### src/rtl/rdt_pkg.sv
// shared types and constants of the reliable datagram tracker
// controller/datapath command and status structs, codes, reset values
package rdt_pkg;

    localparam int PENDING_DEPTH_DEF = 16;
    localparam int SEEN_DEPTH_DEF    = 64;
    localparam int MAX_RESULTS       = 16;
    localparam int RES_CW            = $clog2(MAX_RESULTS + 1);

    localparam logic [7:0]  MAX_RETRIES_RST = 8'd3;
    localparam logic [15:0] TIMEOUT_RST     = 16'd250;

    typedef enum logic [1:0] {
        CMD_SEND = 2'd0,
        CMD_RECV = 2'd1,
        CMD_TICK = 2'd2,
        CMD_NONE = 2'd3
    } cmd_code_t;

    typedef enum logic {
        REG_MAX_RETRIES = 1'b0,
        REG_TIMEOUT     = 1'b1
    } reg_index_t;

    typedef enum logic [3:0] {
        KIND_ASSIGNED     = 4'd0,
        KIND_SEND_CONFIRM = 4'd1,
        KIND_DELIVER      = 4'd2,
        KIND_DUPLICATE    = 4'd3,
        KIND_CONFIRMED    = 4'd4,
        KIND_UNKNOWN      = 4'd5,
        KIND_WRONG_SRC    = 4'd6,
        KIND_RETRANSMIT   = 4'd7,
        KIND_GAVE_UP      = 4'd8,
        KIND_FULL         = 4'd9
    } kind_t;

    typedef enum logic [3:0] {
        ST_IDLE,
        ST_DISPATCH,
        ST_CFIND,
        ST_CSHIFT,
        ST_SREAD,
        ST_SCMP,
        ST_SDONE,
        ST_TSCAN,
        ST_FLUSH
    } state_t;

    typedef struct packed {
        logic  capture;
        logic  produce;
        kind_t kind;
        logic  flush;
        logic  add_entry;
        logic  learn_peer;
        logic  pidx_clr;
        logic  pidx_inc;
        logic  rd_next;
        logic  shift_entry;
        logic  pend_dec;
        logic  sidx_clr;
        logic  sidx_inc;
        logic  seen_rd;
        logic  dup_clr;
        logic  dup_set;
        logic  seen_write;
        logic  retry_entry;
        logic  give_up;
        logic  n_clr;
        logic  n_inc;
    } ctrl_cmd_t;

    typedef struct packed {
        cmd_code_t cmd;
        logic      full;
        logic      learn;
        logic      confirm;
        logic      src_mismatch;
        logic      idx_end;
        logic      id_match;
        logic      shift_more;
        logic      seen_end;
        logic      seen_match;
        logic      dup;
        logic      due;
        logic      retries_zero;
        logic      n_lim;
        logic      hold_valid;
        logic      load_ok;
        logic      can_produce;
    } ctrl_sts_t;

endpackage

### src/rtl/rdt_ctrl.sv
// controller state machine of the reliable datagram tracker
// depends on rdt_pkg; drives rdt_dpath by command struct
module rdt_ctrl
(
    input  logic              clk,
    input  logic              rst_n,
    input  logic              in_valid,
    output logic              in_ready,
    input  rdt_pkg::ctrl_sts_t sts,
    output rdt_pkg::ctrl_cmd_t cmd,
    output rdt_pkg::state_t   state
);

    rdt_pkg::state_t state_reg;
    rdt_pkg::state_t state_next;

    assign state = state_reg;

    always_ff @(posedge clk or negedge rst_n)
    begin
        if (!rst_n)
        begin
            state_reg <= rdt_pkg::ST_IDLE;
        end
        else
        begin
            state_reg <= state_next;
        end
    end

    always_comb
    begin
        state_next = state_reg;
        in_ready   = 1'b0;
        cmd        = '0;
        cmd.kind   = rdt_pkg::KIND_ASSIGNED;
        case (state_reg)
            rdt_pkg::ST_IDLE:
            begin
                in_ready = 1'b1;
                if (in_valid)
                begin
                    cmd.capture = 1'b1;
                    state_next  = rdt_pkg::ST_DISPATCH;
                end
            end
            rdt_pkg::ST_DISPATCH:
            begin
                case (sts.cmd)
                    rdt_pkg::CMD_SEND:
                    begin
                        cmd.produce = 1'b1;
                        if (sts.full)
                        begin
                            cmd.kind = rdt_pkg::KIND_FULL;
                        end
                        else
                        begin
                            cmd.add_entry = 1'b1;
                            cmd.kind      = rdt_pkg::KIND_ASSIGNED;
                        end
                        state_next = rdt_pkg::ST_FLUSH;
                    end
                    rdt_pkg::CMD_RECV:
                    begin
                        cmd.learn_peer = sts.learn;
                        if (!sts.learn && sts.src_mismatch)
                        begin
                            cmd.produce = 1'b1;
                            cmd.kind    = rdt_pkg::KIND_WRONG_SRC;
                            state_next  = rdt_pkg::ST_FLUSH;
                        end
                        else if (sts.confirm)
                        begin
                            cmd.pidx_clr = 1'b1;
                            state_next   = rdt_pkg::ST_CFIND;
                        end
                        else
                        begin
                            cmd.produce  = 1'b1;
                            cmd.kind     = rdt_pkg::KIND_SEND_CONFIRM;
                            cmd.sidx_clr = 1'b1;
                            cmd.dup_clr  = 1'b1;
                            state_next   = rdt_pkg::ST_SREAD;
                        end
                    end
                    rdt_pkg::CMD_TICK:
                    begin
                        cmd.pidx_clr = 1'b1;
                        cmd.n_clr    = 1'b1;
                        state_next   = rdt_pkg::ST_TSCAN;
                    end
                    default:
                    begin
                        state_next = rdt_pkg::ST_IDLE;
                    end
                endcase
            end
            rdt_pkg::ST_CFIND:
            begin
                if (sts.idx_end)
                begin
                    cmd.produce = 1'b1;
                    cmd.kind    = rdt_pkg::KIND_UNKNOWN;
                    state_next  = rdt_pkg::ST_FLUSH;
                end
                else if (sts.id_match)
                begin
                    state_next = rdt_pkg::ST_CSHIFT;
                end
                else
                begin
                    cmd.pidx_inc = 1'b1;
                end
            end
            rdt_pkg::ST_CSHIFT:
            begin
                cmd.rd_next = 1'b1;
                if (sts.shift_more)
                begin
                    cmd.shift_entry = 1'b1;
                    cmd.pidx_inc    = 1'b1;
                end
                else
                begin
                    cmd.pend_dec = 1'b1;
                    cmd.produce  = 1'b1;
                    cmd.kind     = rdt_pkg::KIND_CONFIRMED;
                    state_next   = rdt_pkg::ST_FLUSH;
                end
            end
            rdt_pkg::ST_SREAD:
            begin
                if (sts.seen_end)
                begin
                    state_next = rdt_pkg::ST_SDONE;
                end
                else
                begin
                    cmd.seen_rd = 1'b1;
                    state_next  = rdt_pkg::ST_SCMP;
                end
            end
            rdt_pkg::ST_SCMP:
            begin
                cmd.dup_set  = sts.seen_match;
                cmd.sidx_inc = 1'b1;
                state_next   = rdt_pkg::ST_SREAD;
            end
            rdt_pkg::ST_SDONE:
            begin
                if (sts.can_produce)
                begin
                    cmd.produce = 1'b1;
                    if (sts.dup)
                    begin
                        cmd.kind = rdt_pkg::KIND_DUPLICATE;
                    end
                    else
                    begin
                        cmd.seen_write = 1'b1;
                        cmd.kind       = rdt_pkg::KIND_DELIVER;
                    end
                    state_next = rdt_pkg::ST_FLUSH;
                end
            end
            rdt_pkg::ST_TSCAN:
            begin
                if (sts.idx_end || sts.n_lim)
                begin
                    state_next = rdt_pkg::ST_FLUSH;
                end
                else if (sts.due)
                begin
                    if (sts.can_produce)
                    begin
                        cmd.produce = 1'b1;
                        if (sts.retries_zero)
                        begin
                            cmd.kind    = rdt_pkg::KIND_GAVE_UP;
                            cmd.give_up = 1'b1;
                            state_next  = rdt_pkg::ST_FLUSH;
                        end
                        else
                        begin
                            cmd.kind        = rdt_pkg::KIND_RETRANSMIT;
                            cmd.retry_entry = 1'b1;
                            cmd.pidx_inc    = 1'b1;
                            cmd.n_inc       = 1'b1;
                        end
                    end
                end
                else
                begin
                    cmd.pidx_inc = 1'b1;
                end
            end
            rdt_pkg::ST_FLUSH:
            begin
                if (!sts.hold_valid)
                begin
                    state_next = rdt_pkg::ST_IDLE;
                end
                else if (sts.load_ok)
                begin
                    cmd.flush  = 1'b1;
                    state_next = rdt_pkg::ST_IDLE;
                end
            end
            default:
            begin
                state_next = rdt_pkg::ST_IDLE;
            end
        endcase
    end

endmodule

### src/rtl/rdt_dpath.sv
// datapath of the reliable datagram tracker: config, pending table, seen ring,
// result hold stage and output register; depends on rdt_pkg
module rdt_dpath
#(
    parameter int PENDING_DEPTH = rdt_pkg::PENDING_DEPTH_DEF,
    parameter int SEEN_DEPTH    = rdt_pkg::SEEN_DEPTH_DEF
)
(
    input  logic               clk,
    input  logic               rst_n,
    input  rdt_pkg::ctrl_cmd_t cmd,
    output rdt_pkg::ctrl_sts_t sts,
    input  logic               cfg_valid,
    input  logic               cfg_index,
    input  logic [15:0]        cfg_data,
    input  logic [1:0]         command,
    input  logic [31:0]        now_ms,
    input  logic [15:0]        msg_id,
    input  logic               is_confirm,
    input  logic [31:0]        src_addr,
    input  logic [15:0]        src_port,
    input  logic               learn_source,
    output logic               out_valid,
    input  logic               out_ready,
    output logic [3:0]         kind,
    output logic [15:0]        msg_id_res,
    output logic               last
);

    localparam int PCW = $clog2(PENDING_DEPTH + 1);
    localparam int PIW = (PENDING_DEPTH > 1) ? $clog2(PENDING_DEPTH) : 1;
    localparam int SCW = $clog2(SEEN_DEPTH + 1);
    localparam int SIW = (SEEN_DEPTH > 1) ? $clog2(SEEN_DEPTH) : 1;

    // captured item
    rdt_pkg::cmd_code_t cap_cmd_reg;
    logic [31:0]        cap_now_reg;
    logic [15:0]        cap_id_reg;
    logic               cap_confirm_reg;
    logic [31:0]        cap_addr_reg;
    logic [15:0]        cap_port_reg;
    logic               cap_learn_reg;

    logic [7:0]  max_ret_reg;
    logic [15:0] timeout_reg;
    logic [15:0] next_id_reg;
    logic [31:0] peer_addr_reg;
    logic [15:0] peer_port_reg;
    logic [PCW-1:0] pend_count_reg;
    logic [PCW-1:0] pidx_reg;
    logic [SCW-1:0] seen_count_reg;
    logic [SCW-1:0] sidx_reg;
    logic [SIW-1:0] wptr_reg;
    logic [rdt_pkg::RES_CW-1:0] n_reg;
    logic        dup_reg;

    logic [15:0] pend_id_reg   [PENDING_DEPTH];
    logic [7:0]  pend_ret_reg  [PENDING_DEPTH];
    logic [31:0] pend_sent_reg [PENDING_DEPTH];
    logic [15:0] seen_mem      [SEEN_DEPTH];
    logic [15:0] seen_rdata_reg;

    logic          hold_valid_reg;
    rdt_pkg::kind_t hold_kind_reg;
    logic [15:0]   hold_id_reg;
    logic          out_valid_reg;
    rdt_pkg::kind_t out_kind_reg;
    logic [15:0]   out_id_reg;
    logic          out_last_reg;

    logic [PCW-1:0] rd_idx;
    logic [PCW:0]   pidx_plus;
    logic [15:0]    rd_id;
    logic [7:0]     rd_ret;
    logic [31:0]    rd_sent;
    logic [31:0]    elapsed;
    logic [15:0]    new_id;
    logic           load_ok;

    assign pidx_plus = {1'b0, pidx_reg} + {{PCW{1'b0}}, 1'b1};
    assign rd_idx    = cmd.rd_next ? pidx_plus[PCW-1:0] : pidx_reg;
    assign rd_id     = pend_id_reg[rd_idx[PIW-1:0]];
    assign rd_ret    = pend_ret_reg[rd_idx[PIW-1:0]];
    assign rd_sent   = pend_sent_reg[rd_idx[PIW-1:0]];
    assign elapsed   = cap_now_reg - rd_sent;
    assign load_ok   = !out_valid_reg || out_ready;

    always_comb
    begin
        case (cmd.kind)
            rdt_pkg::KIND_ASSIGNED,
            rdt_pkg::KIND_FULL:       new_id = next_id_reg;
            rdt_pkg::KIND_RETRANSMIT,
            rdt_pkg::KIND_GAVE_UP:    new_id = rd_id;
            default:                  new_id = cap_id_reg;
        endcase
    end

    always_comb
    begin
        sts              = '0;
        sts.cmd          = cap_cmd_reg;
        sts.full         = pend_count_reg >= PCW'(PENDING_DEPTH);
        sts.learn        = cap_learn_reg;
        sts.confirm      = cap_confirm_reg;
        sts.src_mismatch = (peer_addr_reg != cap_addr_reg) || (peer_port_reg != cap_port_reg);
        sts.idx_end      = pidx_reg >= pend_count_reg;
        sts.id_match     = rd_id == cap_id_reg;
        sts.shift_more   = pidx_plus < {1'b0, pend_count_reg};
        sts.seen_end     = sidx_reg >= seen_count_reg;
        sts.seen_match   = seen_rdata_reg == cap_id_reg;
        sts.dup          = dup_reg;
        sts.due          = elapsed >= {16'd0, timeout_reg};
        sts.retries_zero = rd_ret == 8'd0;
        sts.n_lim        = n_reg >= rdt_pkg::RES_CW'(rdt_pkg::MAX_RESULTS);
        sts.hold_valid   = hold_valid_reg;
        sts.load_ok      = load_ok;
        sts.can_produce  = !hold_valid_reg || load_ok;
    end

    // item capture, no reset on payload
    always_ff @(posedge clk)
    begin
        if (cmd.capture)
        begin
            cap_cmd_reg     <= rdt_pkg::cmd_code_t'(command);
            cap_now_reg     <= now_ms;
            cap_id_reg      <= msg_id;
            cap_confirm_reg <= is_confirm;
            cap_addr_reg    <= src_addr;
            cap_port_reg    <= src_port;
            cap_learn_reg   <= learn_source;
        end
    end

    // pending table
    always_ff @(posedge clk)
    begin
        if (cmd.add_entry)
        begin
            pend_id_reg[pend_count_reg[PIW-1:0]]   <= next_id_reg;
            pend_ret_reg[pend_count_reg[PIW-1:0]]  <= max_ret_reg;
            pend_sent_reg[pend_count_reg[PIW-1:0]] <= cap_now_reg;
        end
        else if (cmd.shift_entry)
        begin
            pend_id_reg[pidx_reg[PIW-1:0]]   <= rd_id;
            pend_ret_reg[pidx_reg[PIW-1:0]]  <= rd_ret;
            pend_sent_reg[pidx_reg[PIW-1:0]] <= rd_sent;
        end
        else if (cmd.retry_entry)
        begin
            pend_ret_reg[pidx_reg[PIW-1:0]]  <= rd_ret - 8'd1;
            pend_sent_reg[pidx_reg[PIW-1:0]] <= cap_now_reg;
        end
    end

    // seen ring
    always_ff @(posedge clk)
    begin
        if (cmd.seen_write)
        begin
            seen_mem[wptr_reg] <= cap_id_reg;
        end
        if (cmd.seen_rd)
        begin
            seen_rdata_reg <= seen_mem[sidx_reg[SIW-1:0]];
        end
    end

    always_ff @(posedge clk)
    begin
        if (cmd.produce)
        begin
            hold_kind_reg <= cmd.kind;
            hold_id_reg   <= new_id;
        end
        if ((cmd.produce || cmd.flush) && hold_valid_reg)
        begin
            out_kind_reg <= hold_kind_reg;
            out_id_reg   <= hold_id_reg;
            out_last_reg <= cmd.flush;
        end
    end

    always_ff @(posedge clk or negedge rst_n)
    begin
        if (!rst_n)
        begin
            max_ret_reg    <= rdt_pkg::MAX_RETRIES_RST;
            timeout_reg    <= rdt_pkg::TIMEOUT_RST;
            next_id_reg    <= '0;
            peer_addr_reg  <= '0;
            peer_port_reg  <= '0;
            pend_count_reg <= '0;
            pidx_reg       <= '0;
            seen_count_reg <= '0;
            sidx_reg       <= '0;
            wptr_reg       <= '0;
            n_reg          <= '0;
            dup_reg        <= 1'b0;
            hold_valid_reg <= 1'b0;
            out_valid_reg  <= 1'b0;
        end
        else
        begin
            if (cfg_valid)
            begin
                case (rdt_pkg::reg_index_t'(cfg_index))
                    rdt_pkg::REG_MAX_RETRIES: max_ret_reg <= cfg_data[7:0];
                    rdt_pkg::REG_TIMEOUT:     timeout_reg <= cfg_data;
                    default:                  timeout_reg <= timeout_reg;
                endcase
            end
            if (cmd.add_entry)
            begin
                pend_count_reg <= pend_count_reg + PCW'(1);
                next_id_reg    <= next_id_reg + 16'd1;
            end
            if (cmd.pend_dec)
            begin
                pend_count_reg <= pend_count_reg - PCW'(1);
            end
            if (cmd.learn_peer)
            begin
                peer_addr_reg <= cap_addr_reg;
                peer_port_reg <= cap_port_reg;
            end
            if (cmd.pidx_clr)
            begin
                pidx_reg <= '0;
            end
            else if (cmd.pidx_inc)
            begin
                pidx_reg <= pidx_plus[PCW-1:0];
            end
            if (cmd.sidx_clr)
            begin
                sidx_reg <= '0;
            end
            else if (cmd.sidx_inc)
            begin
                sidx_reg <= sidx_reg + SCW'(1);
            end
            if (cmd.n_clr)
            begin
                n_reg <= '0;
            end
            else if (cmd.n_inc)
            begin
                n_reg <= n_reg + rdt_pkg::RES_CW'(1);
            end
            if (cmd.dup_clr)
            begin
                dup_reg <= 1'b0;
            end
            else if (cmd.dup_set)
            begin
                dup_reg <= 1'b1;
            end
            if (cmd.seen_write)
            begin
                wptr_reg <= (wptr_reg == SIW'(SEEN_DEPTH - 1)) ? '0 : wptr_reg + SIW'(1);
                if (seen_count_reg < SCW'(SEEN_DEPTH))
                begin
                    seen_count_reg <= seen_count_reg + SCW'(1);
                end
            end
            if (cmd.give_up)
            begin
                pend_count_reg <= '0;
                seen_count_reg <= '0;
                wptr_reg       <= '0;
            end
            // output register: a new transfer overrides the take of the old one
            if (out_valid_reg && out_ready)
            begin
                out_valid_reg <= 1'b0;
            end
            if ((cmd.produce || cmd.flush) && hold_valid_reg)
            begin
                out_valid_reg <= 1'b1;
            end
            if (cmd.produce)
            begin
                hold_valid_reg <= 1'b1;
            end
            else if (cmd.flush)
            begin
                hold_valid_reg <= 1'b0;
            end
        end
    end

    assign out_valid  = out_valid_reg;
    assign kind       = out_kind_reg;
    assign msg_id_res = out_id_reg;
    assign last       = out_last_reg;

endmodule

### src/rtl/reliable_datagram_tracker.sv
// top level of the reliable datagram tracker: controller plus datapath
// depends on rdt_pkg, rdt_ctrl, rdt_dpath
//
//  channel   signals                                   direction
//  in        in_valid/in_ready, command..learn_source  into block
//  out       out_valid/out_ready, kind, msg_id_res, last out of block
//  cfg       cfg_valid/cfg_ready, cfg_index, cfg_data  into block
//
// one item at a time; a send needs no walk, a confirm lookup and a tick walk the
// pending table, and receive of a new message walks the seen ring
// each result sits in a hold stage until the next result or the flush, so last can be marked
// out_ready low stalls the scan only when a further result must move out
// reset clears counters and peer and sets config to its defaults; tables need no clearing
module reliable_datagram_tracker
#(
    parameter int PENDING_DEPTH = rdt_pkg::PENDING_DEPTH_DEF,
    parameter int SEEN_DEPTH    = rdt_pkg::SEEN_DEPTH_DEF
)
(
    input  logic        clk,
    input  logic        rst_n,
    input  logic        in_valid,
    output logic        in_ready,
    input  logic [1:0]  command,
    input  logic [31:0] now_ms,
    input  logic [15:0] msg_id,
    input  logic        is_confirm,
    input  logic [31:0] src_addr,
    input  logic [15:0] src_port,
    input  logic        learn_source,
    output logic        out_valid,
    input  logic        out_ready,
    output logic [3:0]  kind,
    output logic [15:0] msg_id_res,
    output logic        last,
    input  logic        cfg_valid,
    output logic        cfg_ready,
    input  logic        cfg_index,
    input  logic [15:0] cfg_data
);

    rdt_pkg::ctrl_cmd_t cmd;
    rdt_pkg::ctrl_sts_t sts;
    rdt_pkg::state_t    state;

    assign cfg_ready = 1'b1;

    rdt_ctrl u_ctrl
    (
        .clk      (clk),
        .rst_n    (rst_n),
        .in_valid (in_valid),
        .in_ready (in_ready),
        .sts      (sts),
        .cmd      (cmd),
        .state    (state)
    );

    rdt_dpath
    #(
        .PENDING_DEPTH (PENDING_DEPTH),
        .SEEN_DEPTH    (SEEN_DEPTH)
    )
    u_dpath
    (
        .clk          (clk),
        .rst_n        (rst_n),
        .cmd          (cmd),
        .sts          (sts),
        .cfg_valid    (cfg_valid),
        .cfg_index    (cfg_index),
        .cfg_data     (cfg_data),
        .command      (command),
        .now_ms       (now_ms),
        .msg_id       (msg_id),
        .is_confirm   (is_confirm),
        .src_addr     (src_addr),
        .src_port     (src_port),
        .learn_source (learn_source),
        .out_valid    (out_valid),
        .out_ready    (out_ready),
        .kind         (kind),
        .msg_id_res   (msg_id_res),
        .last         (last)
    );

    // no held result may survive into the next item
    a_idle_no_hold: assert property (@(posedge clk) disable iff (!rst_n)
        in_ready |-> !sts.hold_valid)
        else $error("held result left when idle");

    a_one_item: assert property (@(posedge clk) disable iff (!rst_n)
        (in_valid && in_ready) |=> !in_ready)
        else $error("second item taken while busy");

    a_flush_idle: assert property (@(posedge clk) disable iff (!rst_n)
        cmd.flush |=> (state == rdt_pkg::ST_IDLE) && out_valid && last)
        else $error("final transfer not marked last");

endmodule
### config.mk
export PLATFORM = sky130hd
export DESIGN_NAME = reliable_datagram_tracker
export DESIGN_NICKNAME = d
export VERILOG_FILES = /design/src/rtl/rdt_pkg.sv /design/src/rtl/rdt_ctrl.sv /design/src/rtl/rdt_dpath.sv /design/src/rtl/reliable_datagram_tracker.sv
export SDC_FILE = /design/constraint.sdc
export NUM_CORES = 2
export LEC_CHECK = 0
export ABC_AREA = 1
export BUFFER_PORTS_ARGS = -buffer_cell sky130_fd_sc_hd__buf_2
export CORE_MARGIN = 5
export CORE_UTILIZATION = 55
export CTS_CLUSTER_SIZE = 24
export DETAILED_ROUTE_END_ITERATION = 10
export PLACE_DENSITY = 0.71
export SYNTH_ARGS = -nofsm -noshare
export SYNTH_HDL_FRONTEND = slang
export SYNTH_SLANG_ARGS = --single-unit
### constraint.sdc
create_clock -name clk -period 24 [get_ports clk]
set_input_delay 6 -clock clk [delete_from_list [all_inputs] [get_ports clk]]
set_output_delay 6 -clock clk [all_outputs]
set_load 0.02 [all_outputs]
==> run_results.csv <==
group,metric,value,unit
synth,synth_compound_area_share,11.6,%
power_and_ir_drop,vdd_drop_max,0.137,mV
synth,synthAdderAreaFrac,1.11,%
floorplanning,dieArea,173000,um^2
clocking,clkSinkCount,2207,
worst_hold_path,holdPathStages,0,
synth,synthCells,7109,
critical_path,slowest_delay,0.83,ns
clocking,clock_latency,0.86,ns
floorplanning,core,164000,um^2
power_and_ir_drop,power_frac_clock,27.0,%
worst_hold_path,min_to,"u_dpath.kind[3]",
critical_path,path_max_fanout,12,
timing,clock_skew,0.0537,ns
timing,setup_ws,15.04,ns
routing,wl_per_cell,25.4,um
power_and_ir_drop,seqPwrFrac,38.1,%
critical_path,crit_arrival,9.50,ns
synth,synth_cell_types,61,
place,routabilityCongestion,0.949,
clocking,cts_resized,0,
routing,via_per_inst,6.24,
global_route,grt-ovfl-total,0,
place,dp_hpwl,142000,um
global_route,grt_first_pass_wirelength,363000,um
synth,yosys_warnings,0,
timing,hold_violations,0,
critical_path,crit_buf_inv,5,
layout,finalInstanceArea,101000,um^2
synth,synth_xor_area_share,1.05,%
floorplanning,rows,149,
layout,syn_to_final_growth,12.0,%
power_and_ir_drop,p_sw_share,38.3,%
global_route,grt_pass1_vias,57800,
critical_path,r2r_end,"u_dpath.msg_id_res[2]",
layout,largest_reg_flops,1024,
layout,drive_gt1_share,11.5,%
routing,drtPass1Iterations,6,
timing,holdWs,0.425,ns
timing,rsz0062_at_grt,"false",
floorplanning,die_x,416,um
floorplanning,pin_count,146,
global_route,grt_max_degree,199,
critical_path,r2r_start,"u_dpath.pidx_reg[0]",
routing,drcViolationCount,0,
power_and_ir_drop,p_int,7.74,mW
clocking,cts_tree,"done",
global_route,grt_use_total,27.5,%
layout,layout_commonest_cell,"edfxtp_1",
layout,final_nets,7465,
power_and_ir_drop,cellPowerDensity,124,nW/um^2
run,cap_violations,0,
synth,yosys.area_share.simple,10.3,%
synth,synth_top_family_by_area,"compound AO/OA/AOI/OAI gates",
synth,muxShareOfSynthArea,0.522,%
routing,drt-total-wl,245000,um
layout,final_cells,9644,
critical_path,crit_path_frequent_cell,"nor2_1",
clocking,cts_buffers,217,
worst_hold_path,hold_start,"u_dpath.hold_kind_reg[3]",
routing,vias,60200,
clocking,ctsHoldBuffers,0,
critical_path,r2r_cells,34,
power_and_ir_drop,p_sw,4.80,mW
critical_path,critPathCaptureType,"flop",
place,placed_area,94300,um^2
timing,fin_crit,8.96,ns
synth,ys_async_sr_fraction,5.89,%
global_route,antenna_found_initial,6,
synth,ys_seq_area_share,72.5,%
clocking,cts_buffer_depth,3,
layout,mostFrequentLayoutCells,"2,077 x edfxtp_1, 1,100 x nor2_1, 1,025 x o21ai_0",
timing,worst_pin_slew,1.22,ns
place,port_buffers,144,
timing,setup_violations,0,
worst_hold_path,hp-class,"flop to flop",
floorplanning,start_util,55.1,%
layout,finish.utilization,61.7,%
synth,synthesis.area,90600,um^2
place,dp_slack,14.33,ns
place,dpl.cell_count,9234,
power_and_ir_drop,p_comb_share,34.9,%
clocking,post-cts-setup-buffers,0,
critical_path,required,24.54,ns
synth,synthFlopType,"edfxtp_1",
critical_path,crit_path_top_delay_cell,"nand3_1",
critical_path,worstPathCellList,"buf_2 > nor2_1 > inv_1 > nor2_1 > inv_1 > nand2_1 > nor2_1 > inv_1 > nor2_1 > nand3_1 > nor2_1 > buf_4",
routing,antenna_left,0,
routing,drt_iter0_drc,7802,
critical_path,crit_type,"primary input to flop",
synth,synth-seq-cells,2207,
timing,fin_setup_tns,0,ns
timing,maxSlewViolCount,0,
power_and_ir_drop,p_total,12.5,mW
synth,syn_area_per_cell,12.7,um^2
timing,period_share,37.3,%
critical_path,critPathTopFamily,"simple AND/OR/NAND/NOR gates",
outcome,status,"completed",
floorplanning,die_y,416,um
synth,synthesis.nets,7310,
clocking,path_clk_slew,0.06,ns
clocking,cts-root-buf,"clkbuf_16",
critical_path,start_kind,"primary input",
power_and_ir_drop,cellLeakagePower,34.2,nW
synth,synth_edf_count,2077,
critical_path,r2r_setup_slack,15.07,ns
timing,relSlewSlack,18.8,%
timing,max_freq,112,MHz
clocking,h-tree-depth,4,
[metal layers]
layer  vias to the layer above  global-route usage, %  share of wire, %
met3                       559                   4.87               9.2
met2                      3186                   43.8                47
met5                         -                      0            0.0094
met4                         4                   12.2               4.9
met1                     29800                   37.5                39
li1                      26700                      -                 -
[worst reg2reg max path: cells and delay by family (launching register included)]
kind	cells	cell delay, ns
buffers and inverters	6	2.07
adder cells (fa/ha/maj)	3	0.90
XOR/XNOR	2	0.35
AO/OA/AOI/OAI	9	1.74
AND/OR/NAND/NOR	14	3.07
flip-flops	1	0.53
[worst max-delay path by stage]
stage	from	slack (ns)	cells past startpoint	endpoint
after floorplan	in_valid	13.27	2	u_dpath.cap_addr_reg[0]
after global placement	out_ready	14.46	12	u_dpath.seen_mem[57][11]
after detailed placement	out_ready	14.33	12	u_dpath.seen_mem[57][13]
after CTS	u_dpath.pidx_reg[0]	15.13	35	u_dpath.msg_id_res[2]
after global routing	u_dpath.pidx_reg[0]	14.35	34	u_dpath.msg_id_res[2]
final	out_ready	15.04	12	u_dpath.seen_mem[57][13]
[Yosys cell counts, types with 14 or more instances]
cell         n  area share (%)
a21oi_1     89            0.49
inv_1      258             1.1
nand2_2     19            0.13
ha_1        77             1.1
clkbuf_1   376             1.6
edfxtp_1  2077              69
o21a_1      14            0.12
buf_1       17           0.070
dfrtp_1    122             3.4
nand3_2     19            0.21
o21ai_0   1037             5.7
xor2_1      51            0.49
o22ai_1    207             1.4
a31oi_1     22            0.15
nand3_1    287             1.6
mux2_2      42            0.52
buf_2       17           0.094
nand4_1     72            0.50
o221ai_1   255             2.5
nor3_1      31            0.17
nand2_1    602             2.5
o211ai_1    87            0.72
nor2_1    1136             4.7
xnor2_1     58            0.56
[power by group through the flow]
stage	Clock (mW)	Sequential (mW)	Combinational, mW
floorplan	0	4.85	2.79
global placement	0	4.85	4.21
detailed placement	0	4.86	4.28
CTS	3.41	4.78	4.31
global route	3.57	4.80	4.75
finish	3.38	4.78	4.38
[cells by family after synthesis]
group / Yosys count
AO/OA/AOI/OAI: 1760
XOR/XNOR: 109
adder cells (fa/ha/maj): 79
buffers and inverters: 696
flip-flops: 2207
multiplexers: 42
other: 1
AND/OR/NAND/NOR: 2215
[final cells by class]
type	count	area, um^2
clock inverters	136	1370
inverters	275	1050
repair buffers	357	2380
flip-flops and latches	2207	65600
multi-input cells	4206	22500
clock buffers	269	5770
well taps	2189	2740
diodes	5	12.5
fillers	12200	63000
No activity file was read; power rests on OpenSTA's default activity.
